`src/design/cbq_pkg.sv`:
```
// Package for the cascaded biquad filter: fixed-point types, register
// codes and reset values, and the rounding and saturation helpers.
// No dependencies.
package cbq_pkg;

  localparam int SECTIONS     = 3;
  localparam int COEF_WIDTH   = 16;
  localparam int SAMPLE_WIDTH = 16;
  localparam int SIG_W        = 32;
  localparam int SIG_FRAC     = 12;
  localparam int CF           = COEF_WIDTH - 3;
  localparam int PROD_W       = SIG_W + COEF_WIDTH;
  localparam int WIDE_W       = PROD_W + 4;
  localparam int SEC_W        = (SECTIONS > 1) ? $clog2(SECTIONS) : 1;
  localparam int DLY_W        = $clog2(2 * SECTIONS);
  localparam int NUM_BANKS    = 3;

  typedef logic signed [15:0]           sample_t;
  typedef logic signed [SIG_W-1:0]      sig_t;
  typedef logic signed [COEF_WIDTH-1:0] coef_t;
  typedef logic signed [PROD_W-1:0]     prod_t;
  typedef logic signed [WIDE_W-1:0]     wide_t;

  // Configuration register indexes
  localparam logic [2:0] CFG_S0_NUM = 3'd0;
  localparam logic [2:0] CFG_S0_DEN = 3'd1;
  localparam logic [2:0] CFG_S1_NUM = 3'd2;
  localparam logic [2:0] CFG_S1_DEN = 3'd3;
  localparam logic [2:0] CFG_S2_NUM = 3'd4;
  localparam logic [2:0] CFG_S2_DEN = 3'd5;
  localparam logic [2:0] CFG_GAIN   = 3'd6;

  localparam logic [47:0] S0_NUM_RST = 48'd246290604630016;
  localparam logic [31:0] S0_DEN_RST = 32'd70775855;
  localparam logic [47:0] S1_NUM_RST = 48'd35185445838848;
  localparam logic [31:0] S1_DEN_RST = 32'd284823666;
  localparam logic [47:0] S2_NUM_RST = 48'd35187593322496;
  localparam logic [31:0] S2_DEN_RST = 32'd352966408;
  localparam logic [63:0] GAIN_RST   = 64'd2305878194122654585;

  // Signed coefficient field; bits beyond the register read as zero.
  function automatic coef_t coef_field(input logic [63:0] r, input logic [1:0] idx);
    logic [63+4*COEF_WIDTH:0] ext;
    ext = {{(4*COEF_WIDTH){1'b0}}, r};
    return $signed(ext[idx*COEF_WIDTH +: COEF_WIDTH]);
  endfunction

  // Add half an LSB, then floor.
  function automatic wide_t rnd_shift(input wide_t v, input int unsigned sh);
    wide_t t;
    t = v + (wide_t'(1) <<< (sh - 1));
    return t >>> sh;
  endfunction

  function automatic sig_t sat_sig(input wide_t v);
    if (&v[WIDE_W-1:SIG_W-1] || ~|v[WIDE_W-1:SIG_W-1]) begin
      return v[SIG_W-1:0];
    end else if (v[WIDE_W-1]) begin
      return {1'b1, {(SIG_W-1){1'b0}}};
    end else begin
      return {1'b0, {(SIG_W-1){1'b1}}};
    end
  endfunction

  function automatic sig_t in_conv(input sample_t s);
    logic [31:0] raw;
    wide_t       x;
    raw = {16'b0, s};
    x = wide_t'($signed(raw[SAMPLE_WIDTH-1:0]));
    return sat_sig(x <<< SIG_FRAC);
  endfunction

  function automatic sample_t out_conv(input wide_t v);
    wide_t o;
    wide_t c;
    o = rnd_shift(v, CF + SIG_FRAC);
    if (&o[WIDE_W-1:SAMPLE_WIDTH-1] || ~|o[WIDE_W-1:SAMPLE_WIDTH-1]) begin
      c = o;
    end else if (o[WIDE_W-1]) begin
      c = -(wide_t'(1) <<< (SAMPLE_WIDTH - 1));
    end else begin
      c = (wide_t'(1) <<< (SAMPLE_WIDTH - 1)) - wide_t'(1);
    end
    return $signed(c[15:0]);
  endfunction

endpackage

```
`src/design/cbq_ifs.sv`:
```
// Stream interfaces for the biquad filter: valid/ready plus sample payload.
// Depends on cbq_pkg.
interface cbq_in_if;
  logic             valid;
  logic             ready;
  cbq_pkg::sample_t sample_in;
  modport source (output valid, output sample_in, input ready);
  modport sink   (input valid, input sample_in, output ready);
endinterface

interface cbq_out_if;
  logic             valid;
  logic             ready;
  cbq_pkg::sample_t sample_out;
  modport source (output valid, output sample_out, input ready);
  modport sink   (input valid, input sample_out, output ready);
endinterface

```
`src/design/cascaded_biquad_iir_filter.sv`:
```
// Three-section direct-form-I biquad cascade on one shared 32x16 multiplier.
// One item in flight: a new input is taken only once the previous one has
// passed through every section and the output gain, the pace being set by
// the single multiply-accumulate unit. Output register frees the next input.
// Reset (rst_n, synchronous): delay lines cleared, registers to defaults.
// Depends on cbq_pkg and cbq_ifs.
module cascaded_biquad_iir_filter (
  input  logic               clk,
  input  logic               rst_n,
  cbq_in_if.sink             in_ch,
  cbq_out_if.source          out_ch,
  input  logic               cfg_we,
  input  logic [2:0]         cfg_index,
  input  logic [63:0]        cfg_wdata
);
  import cbq_pkg::*;

  localparam logic [2:0] ST_IDLE = 3'd0;
  localparam logic [2:0] ST_MAC  = 3'd1;
  localparam logic [2:0] ST_RND1 = 3'd2;
  localparam logic [2:0] ST_GMUL = 3'd3;
  localparam logic [2:0] ST_RND2 = 3'd4;
  localparam logic [2:0] ST_OMUL = 3'd5;
  localparam logic [2:0] ST_ORND = 3'd6;

  localparam logic [2:0] TAP_LAST = 3'd5;

  logic [2:0]       state_r, state_nxt;
  logic [SEC_W-1:0] sec_r, sec_nxt;
  logic [2:0]       tap_r, tap_nxt;
  sig_t             sig_r, sig_nxt;
  sig_t             r_r, r_nxt;
  wide_t            acc_r, acc_nxt;
  prod_t            prod_r, prod_nxt;
  logic             prod_en;
  sig_t             xd_r [2*SECTIONS];
  sig_t             xd_nxt [2*SECTIONS];
  sig_t             yd_r [2*SECTIONS];
  sig_t             yd_nxt [2*SECTIONS];
  logic             out_valid_r, out_valid_nxt;
  sample_t          out_data_r, out_data_nxt;

  logic [47:0]      num_r [NUM_BANKS];
  logic [31:0]      den_r [NUM_BANKS];
  logic [63:0]      gain_r;

  sig_t             mul_a;
  coef_t            mul_b;
  logic [DLY_W-1:0] dly_idx;
  logic             odd_tap;
  logic             accept;
  logic             slot_free;
  sig_t             yv;
  logic [63:0]      num_sel;
  logic [63:0]      den_sel;

  assign in_ch.ready       = (state_r == ST_IDLE);
  assign accept            = in_ch.valid && in_ch.ready;
  assign out_ch.valid      = out_valid_r;
  assign out_ch.sample_out = out_data_r;
  assign slot_free         = !out_valid_r || out_ch.ready;

  assign num_sel = {16'b0, num_r[sec_r]};
  assign den_sel = {32'b0, den_r[sec_r]};
  assign odd_tap = (tap_r == 3'd2) || (tap_r == 3'd4);
  assign dly_idx = DLY_W'({sec_r, odd_tap});
  assign yv      = sat_sig(rnd_shift(wide_t'(prod_r), CF));

  // Operand select for the shared multiplier
  always_comb begin
    mul_a   = '0;
    mul_b   = '0;
    prod_en = 1'b0;
    unique case (state_r)
      ST_MAC: begin
        prod_en = (tap_r != TAP_LAST);
        unique case (tap_r)
          3'd0: begin
            mul_a = sig_r;
            mul_b = coef_field(num_sel, 2'd0);
          end
          3'd1: begin
            mul_a = xd_r[dly_idx];
            mul_b = coef_field(num_sel, 2'd1);
          end
          3'd2: begin
            mul_a = xd_r[dly_idx];
            mul_b = coef_field(num_sel, 2'd2);
          end
          3'd3: begin
            mul_a = yd_r[dly_idx];
            mul_b = coef_field(den_sel, 2'd0);
          end
          3'd4: begin
            mul_a = yd_r[dly_idx];
            mul_b = coef_field(den_sel, 2'd1);
          end
          default: begin
            mul_a = '0;
            mul_b = '0;
          end
        endcase
      end
      ST_GMUL: begin
        prod_en = 1'b1;
        mul_a   = r_r;
        mul_b   = coef_field(gain_r, 2'(sec_r));
      end
      ST_OMUL: begin
        prod_en = 1'b1;
        mul_a   = sig_r;
        mul_b   = coef_field(gain_r, 2'd3);
      end
      default: begin
        prod_en = 1'b0;
      end
    endcase
    prod_nxt = prod_t'(mul_a) * prod_t'(mul_b);
  end

  // Sequencer
  always_comb begin
    state_nxt     = state_r;
    sec_nxt       = sec_r;
    tap_nxt       = tap_r;
    sig_nxt       = sig_r;
    r_nxt         = r_r;
    acc_nxt       = acc_r;
    out_valid_nxt = out_valid_r;
    out_data_nxt  = out_data_r;
    for (int i = 0; i < 2*SECTIONS; i++) begin
      xd_nxt[i] = xd_r[i];
      yd_nxt[i] = yd_r[i];
    end
    if (out_valid_r && out_ch.ready) begin
      out_valid_nxt = 1'b0;
    end
    unique case (state_r)
      ST_IDLE: begin
        if (accept) begin
          sig_nxt   = in_conv(in_ch.sample_in);
          sec_nxt   = '0;
          tap_nxt   = '0;
          state_nxt = ST_MAC;
        end
      end
      ST_MAC: begin
        // product of tap t-1 lands while tap t is issued; feedback terms subtract
        if (tap_r == 3'd0) begin
          acc_nxt = '0;
        end else if (tap_r >= 3'd4) begin
          acc_nxt = acc_r - wide_t'(prod_r);
        end else begin
          acc_nxt = acc_r + wide_t'(prod_r);
        end
        if (tap_r == TAP_LAST) begin
          state_nxt = ST_RND1;
        end else begin
          tap_nxt = tap_r + 3'd1;
        end
      end
      ST_RND1: begin
        r_nxt     = sat_sig(rnd_shift(acc_r, CF));
        state_nxt = ST_GMUL;
      end
      ST_GMUL: begin
        state_nxt = ST_RND2;
      end
      ST_RND2: begin
        for (int i = 0; i < SECTIONS; i++) begin
          if (sec_r == SEC_W'(i)) begin
            xd_nxt[2*i+1] = xd_r[2*i];
            xd_nxt[2*i]   = sig_r;
            yd_nxt[2*i+1] = yd_r[2*i];
            yd_nxt[2*i]   = yv;
          end
        end
        sig_nxt = yv;
        if (sec_r == SEC_W'(SECTIONS - 1)) begin
          state_nxt = ST_OMUL;
        end else begin
          sec_nxt   = sec_r + SEC_W'(1);
          tap_nxt   = '0;
          state_nxt = ST_MAC;
        end
      end
      ST_OMUL: begin
        state_nxt = ST_ORND;
      end
      ST_ORND: begin
        if (slot_free) begin
          out_valid_nxt = 1'b1;
          out_data_nxt  = out_conv(wide_t'(prod_r));
          state_nxt     = ST_IDLE;
        end
      end
      default: begin
        state_nxt = ST_IDLE;
      end
    endcase
  end

  always_ff @(posedge clk) begin
    if (!rst_n) begin
      state_r     <= ST_IDLE;
      sec_r       <= '0;
      tap_r       <= '0;
      out_valid_r <= 1'b0;
      for (int i = 0; i < 2*SECTIONS; i++) begin
        xd_r[i] <= '0;
        yd_r[i] <= '0;
      end
    end else begin
      state_r     <= state_nxt;
      sec_r       <= sec_nxt;
      tap_r       <= tap_nxt;
      out_valid_r <= out_valid_nxt;
      for (int i = 0; i < 2*SECTIONS; i++) begin
        xd_r[i] <= xd_nxt[i];
        yd_r[i] <= yd_nxt[i];
      end
    end
  end

  always_ff @(posedge clk) begin
    sig_r      <= sig_nxt;
    r_r        <= r_nxt;
    acc_r      <= acc_nxt;
    out_data_r <= out_data_nxt;
    if (prod_en) begin
      prod_r <= prod_nxt;
    end
  end

  // Configuration registers; unknown indexes are dropped
  always_ff @(posedge clk) begin
    if (!rst_n) begin
      num_r[0] <= S0_NUM_RST;
      den_r[0] <= S0_DEN_RST;
      num_r[1] <= S1_NUM_RST;
      den_r[1] <= S1_DEN_RST;
      num_r[2] <= S2_NUM_RST;
      den_r[2] <= S2_DEN_RST;
      gain_r   <= GAIN_RST;
    end else if (cfg_we) begin
      unique case (cfg_index)
        CFG_S0_NUM: num_r[0] <= cfg_wdata[47:0];
        CFG_S0_DEN: den_r[0] <= cfg_wdata[31:0];
        CFG_S1_NUM: num_r[1] <= cfg_wdata[47:0];
        CFG_S1_DEN: den_r[1] <= cfg_wdata[31:0];
        CFG_S2_NUM: num_r[2] <= cfg_wdata[47:0];
        CFG_S2_DEN: den_r[2] <= cfg_wdata[31:0];
        CFG_GAIN:   gain_r   <= cfg_wdata;
        default: begin
        end
      endcase
    end
  end

  a_accept_starts: assert property (@(posedge clk) disable iff (!rst_n)
    accept |=> (state_r == ST_MAC) && (tap_r == 3'd0) && (sec_r == '0))
    else $error("accepted item did not start at section 0, tap 0");

  a_hold_result: assert property (@(posedge clk) disable iff (!rst_n)
    (state_r == ST_ORND) && out_valid_r && !out_ch.ready |=> (state_r == ST_ORND))
    else $error("result left before the output register freed");

  a_sec_range: assert property (@(posedge clk) disable iff (!rst_n)
    sec_r <= SEC_W'(SECTIONS - 1))
    else $error("section counter out of range");

  a_tap_range: assert property (@(posedge clk) disable iff (!rst_n)
    (state_r == ST_MAC) |-> (tap_r <= TAP_LAST))
    else $error("tap counter out of range");

endmodule
```
`src/flat_wrapper.sv`:
```
// flat-port wrapper written by rule: the top's interface ports become plain ports
module cascaded_biquad_iir_filter_flat import cbq_pkg::*;
  (clk, rst_n, cfg_we, cfg_index, cfg_wdata, in_ch_valid, in_ch_sample_in, in_ch_ready, out_ch_valid, out_ch_sample_out, out_ch_ready);
  cbq_in_if in_ch_i ();
  cbq_out_if out_ch_i ();
  input  logic clk;
  input  logic rst_n;
  input  logic cfg_we;
  input  logic [2:0] cfg_index;
  input  logic [63:0] cfg_wdata;
  input wire logic [$bits(in_ch_i.valid)-1:0] in_ch_valid;
  input wire logic [$bits(in_ch_i.sample_in)-1:0] in_ch_sample_in;
  output wire logic [$bits(in_ch_i.ready)-1:0] in_ch_ready;
  output wire logic [$bits(out_ch_i.valid)-1:0] out_ch_valid;
  output wire logic [$bits(out_ch_i.sample_out)-1:0] out_ch_sample_out;
  input wire logic [$bits(out_ch_i.ready)-1:0] out_ch_ready;
  assign in_ch_i.valid = in_ch_valid;
  assign in_ch_i.sample_in = in_ch_sample_in;
  assign in_ch_ready = in_ch_i.ready;
  assign out_ch_valid = out_ch_i.valid;
  assign out_ch_sample_out = out_ch_i.sample_out;
  assign out_ch_i.ready = out_ch_ready;
  cascaded_biquad_iir_filter u_core (.clk(clk), .rst_n(rst_n), .in_ch(in_ch_i), .out_ch(out_ch_i), .cfg_we(cfg_we), .cfg_index(cfg_index), .cfg_wdata(cfg_wdata));
endmodule
```
`config.mk`:
```
export PLATFORM = sky130hd
export DESIGN_NAME = cascaded_biquad_iir_filter_flat
export DESIGN_NICKNAME = d
export VERILOG_FILES = /design/src/design/cbq_pkg.sv /design/src/design/cbq_ifs.sv /design/src/design/cascaded_biquad_iir_filter.sv /design/src/flat_wrapper.sv
export SDC_FILE = /design/constraint.sdc
export NUM_CORES = 2
export LEC_CHECK = 0
export BUFFER_PORTS_ARGS = -buffer_cell sky130_fd_sc_hd__buf_2
export CORE_UTILIZATION = 26
export CTS_BUF_LIST = sky130_fd_sc_hd__clkbuf_4 sky130_fd_sc_hd__clkbuf_8
export DETAILED_ROUTE_END_ITERATION = 7
export GPL_TIMING_DRIVEN = 0
export PLACE_DENSITY = 0.42
export SYNTH_ARGS = -nofsm -noshare
export SYNTH_HDL_FRONTEND = slang
export SYNTH_SLANG_ARGS = --single-unit
```
`constraint.sdc`:
```
create_clock -name clk -period 13.21 [get_ports clk]
set_input_delay 0.6605 -clock clk [delete_from_list [all_inputs] [get_ports clk]]
set_output_delay 0.6605 -clock clk [all_outputs]
set_load 0.02 [all_outputs]
```
==> results_dict.tcl <==
set metrics [dict create \
    max_slew.worst_pin.slew_ns 1.45 \
    cp-start-kind "flop" \
    r2r_cells 32 \
    ys_types 84 \
    power_leakage_nw 27.0 \
    status "finished clean" \
    dpl_cell_area_mm2 0.0650 \
    ys_ff_latch 879 \
    yosysTopAreaCellShare_pct 30.6 \
    maxSlewHeadroom_pct 2.23 \
    die_area_mm2 0.233 \
    synth_nets 6682 \
    ys_warn_count 0 \
    cts_sinks 879 \
    postLayoutSetupSlackWorst_ns 0.380 \
    route.met2.wl_um 114000 \
    grt_overflow 0 \
    async_reset_ff_share_pct 0 \
    slew_violations 0 \
    postLayoutCoreUtil_pct 30.4 \
    met1_length_um 107000 \
    start_util_pct 26.3 \
    synth_top_area_cell "edfxtp_1" \
    pin_count 106 \
    required_ns 13.90 \
    core-area_mm2 0.228 \
    final_nets 7070 \
    tns_ns 0 \
    drv_cap 0 \
    period_share_pct 97.1 \
    synthCells 5928 \
    ant_nets 0 \
    max_stage_delay_ns 1.14 \
    grt_pass1_vias 47400 \
    synth_top_family_by_area "adder cells" \
    skew_ns 0.0663 \
    clock_path_buffers 3 \
    top_layer_used "met5" \
    muxShareOfSynthArea_pct 4.23 \
    hold_viol 0 \
    vias_per_cell 4.98 \
    rsz0062_at_grt "false" \
    dr_wl_met3_um 14000 \
    drive_gt1_share_pct 9.39 \
    p_total_mw 9.04 \
    gp_congestion 0.925 \
    synth-compound-area-share_pct 11.6 \
    antenna_found_initial 18 \
    die_h_um 482 \
    critPathMaxFanout 10 \
    powerDensity_mw_per_mm2 130 \
    place_hpwl_um 192000 \
    first_pass_iters 6 \
    arrival_ns 13.52 \
    synthAdderAreaFrac_pct 20.0 \
    grt_pass1_wl_um 349000 \
    hold_path.class "in -> reg" \
    synth-seq-area-share_pct 39.5 \
    finalCriticalPeriod_ns 12.83 \
    cts-root-buf "clkbuf_8" \
    vias 47200 \
    grtUsageTotal_pct 21.0 \
    area_growth_pct 15.6 \
    final_cell_area_mm2 0.0694 \
    dp_slack_ns 0.0169 \
    cts_tree "built" \
    max_freq_ghz 0.0779 \
    endpoint_kind "flop" \
    clk_latency_ns 0.97 \
    rows 175 \
    synthXorXnorAreaFrac_pct 3.20 \
    fp.dieW_um 482 \
    min_path_cells 3 \
    critPathKind "reg -> reg" \
    grt_max_degree 47 \
    synth_area_leaders "edfxtp_1, fa_1, dfxtp_1" \
    synth_edf_count 612 \
    drt_iter0_markers 3894 \
    ys.flop_type "edfxtp_1" \
    vdd_drop_max_mv 0.124 \
    cpMostUsedCell "fa_1" \
    wl_per_cell_um 25.9 \
    clkTransAtPathRegs_ns 0.06 \
    avgSynthCellArea_um2 10.1 \
    drt_wl_total_um 245000 \
    critPathSlowestCell "a211oi_1" \
    synthSimpleGateAreaFrac_pct 14.8 \
    synth_area_mm2 0.0600 \
    cts_buffers 166 \
    setup_viol 0 \
    htreeDepth 4 \
    route.detailed.drc 0 \
    io_buffers 105 \
]
==> path summary, 6_finish.rpt <==
kind | startpoint | to | slack [ns]
setup reg to reg | u_core.tap_r[2] | u_core.prod_r[45] | 0.38
setup / recovery | u_core.tap_r[2] | u_core.prod_r[45] | 0.38
hold reg to reg | u_core.yd_r[0][30] | u_core.yd_r[0][30] | 0.46
hold / removal | in_ch_valid | u_core.state_r[0] | 0.11
==> kinds of logic after synthesis <==
logic type | after synthesis
simple gates | 1946
fa+ha+maj | 666
mux | 170
flops | 879
buf+inv | 1027
xor+xnor | 219
compound gates | 1021
==> stage by stage <==
stage | cells | hold WS [ns]
floorplan | 5928 | 0.433
global placement | 9042 | 0.444
detailed placement | 9080 | 0.448
CTS | 9463 | 0.00734
global route | 9464 | 0.0592
finish | 9467 | 0.109
==> routing by layer <==
layer,global-route usage (%),vias up
li1,-,21000
met1,28.2,24300
met2,34.0,1547
met3,3.16,334
met4,7.88,2
met5,0,-
==> layout make-up <==
class | instances | area, um^2
clock buffer | 242 | 2990
clock inverter | 64 | 597
inverter | 654 | 2460
buffer | 372 | 1520
timing repair buffer | 221 | 1850
sequential | 879 | 23700
fill | 23800 | 159000
antenna | 4 | 10.0
tap | 3009 | 3760
multi-input combinational | 4022 | 32500
==> critical path: cells and delay by family, from the launching register on <==
family | cells | cell delay, ns
compound gates | 11 | 3.66
fa+ha+maj | 7 | 3.44
buf+inv | 8 | 2.57
flops | 1 | 0.39
simple gates | 6 | 2.43
==> report_power, final <==
part / leakage (nW) / internal [mW] / switching (mW)
clock network: 1.88 / 1.63 / 1.30
logic: 16.9 / 0.880 / 1.90
registers: 8.18 / 3.18 / 0.158
==> Yosys cell counts, drive strengths merged, types with 25 or more instances <==
cell type,number
nand2,771
inv,651
edfxtp,612
nor2,544
fa,487
clkbuf,291
a21oi,272
dfxtp,267
and2,221
ha,179
o21ai,164
a22o,146
xnor2,146
and3,105
nand3,100
mux2i,88
buf,82
xor2,73
a311oi,69
mux4,64
a21o,57
a211oi,55
or3,41
o21a,37
nand4,33
nor3,32
a22oi,29
nand2b,27
a221oi,25
==> sequential cells by signal, indices dropped and copies added (netlist names), named ones only <==
signal and flops:
u_core.r_r 32, u_core.tap_r 3, u_core.yd_r 192, u_core.xd_r 192, u_core.state_r 3, u_core.gain_r 64, u_core.num_r 144, u_core.sec_r 2
u_core.out_ch.sample_out 16, u_core.acc_r 52, u_core.sig_r 32, u_core.out_ch.valid 1, u_core.den_r 96, u_core.prod_r 48
==> repair_timing <==
| action | CTS | global route |
|---|---|---|
| hold buffers | 76 | 0 |
| endpoints found under the hold margin | 89 | 0 |
| resized for setup | 3 | 4 |
| endpoints found under the setup margin | 1 | 6 |
| gates cloned | 0 | 0 |
| setup buffers | 1 | 0 |
| pin swaps | 1 | 0 |
==> layout by cell type (no fill, tap or decap), types with 18 or more instances in the layout <==
cell type	instances
dlygate4sd3_1	76
xor2_1	73
buf_2	146
and2_1	221
nand3_1	98
ha_1	179
o22ai_1	18
fa_1	487
buf_1	36
o211ai_1	21
a211oi_1	51
a221oi_1	19
a21oi_1	272
clkbuf_8	188
nor2_1	539
a311oi_1	69
o21ai_0	124
dfxtp_1	267
clkbuf_4	54
nand4_1	32
mux4_2	64
o21a_1	37
mux2_2	18
clkinv_1	25
a21o_1	57
mux2i_1	85
xnor2_1	146
inv_1	648
clkbuf_1	290
a31oi_1	21
nand2_1	771
nor3_1	31
edfxtp_1	612
nand2b_1	27
a22oi_1	29
a22o_1	146
nor2b_1	20
o21ai_1	32
or3_1	41
and3_1	105
Power figures use the tool's default switching activity.
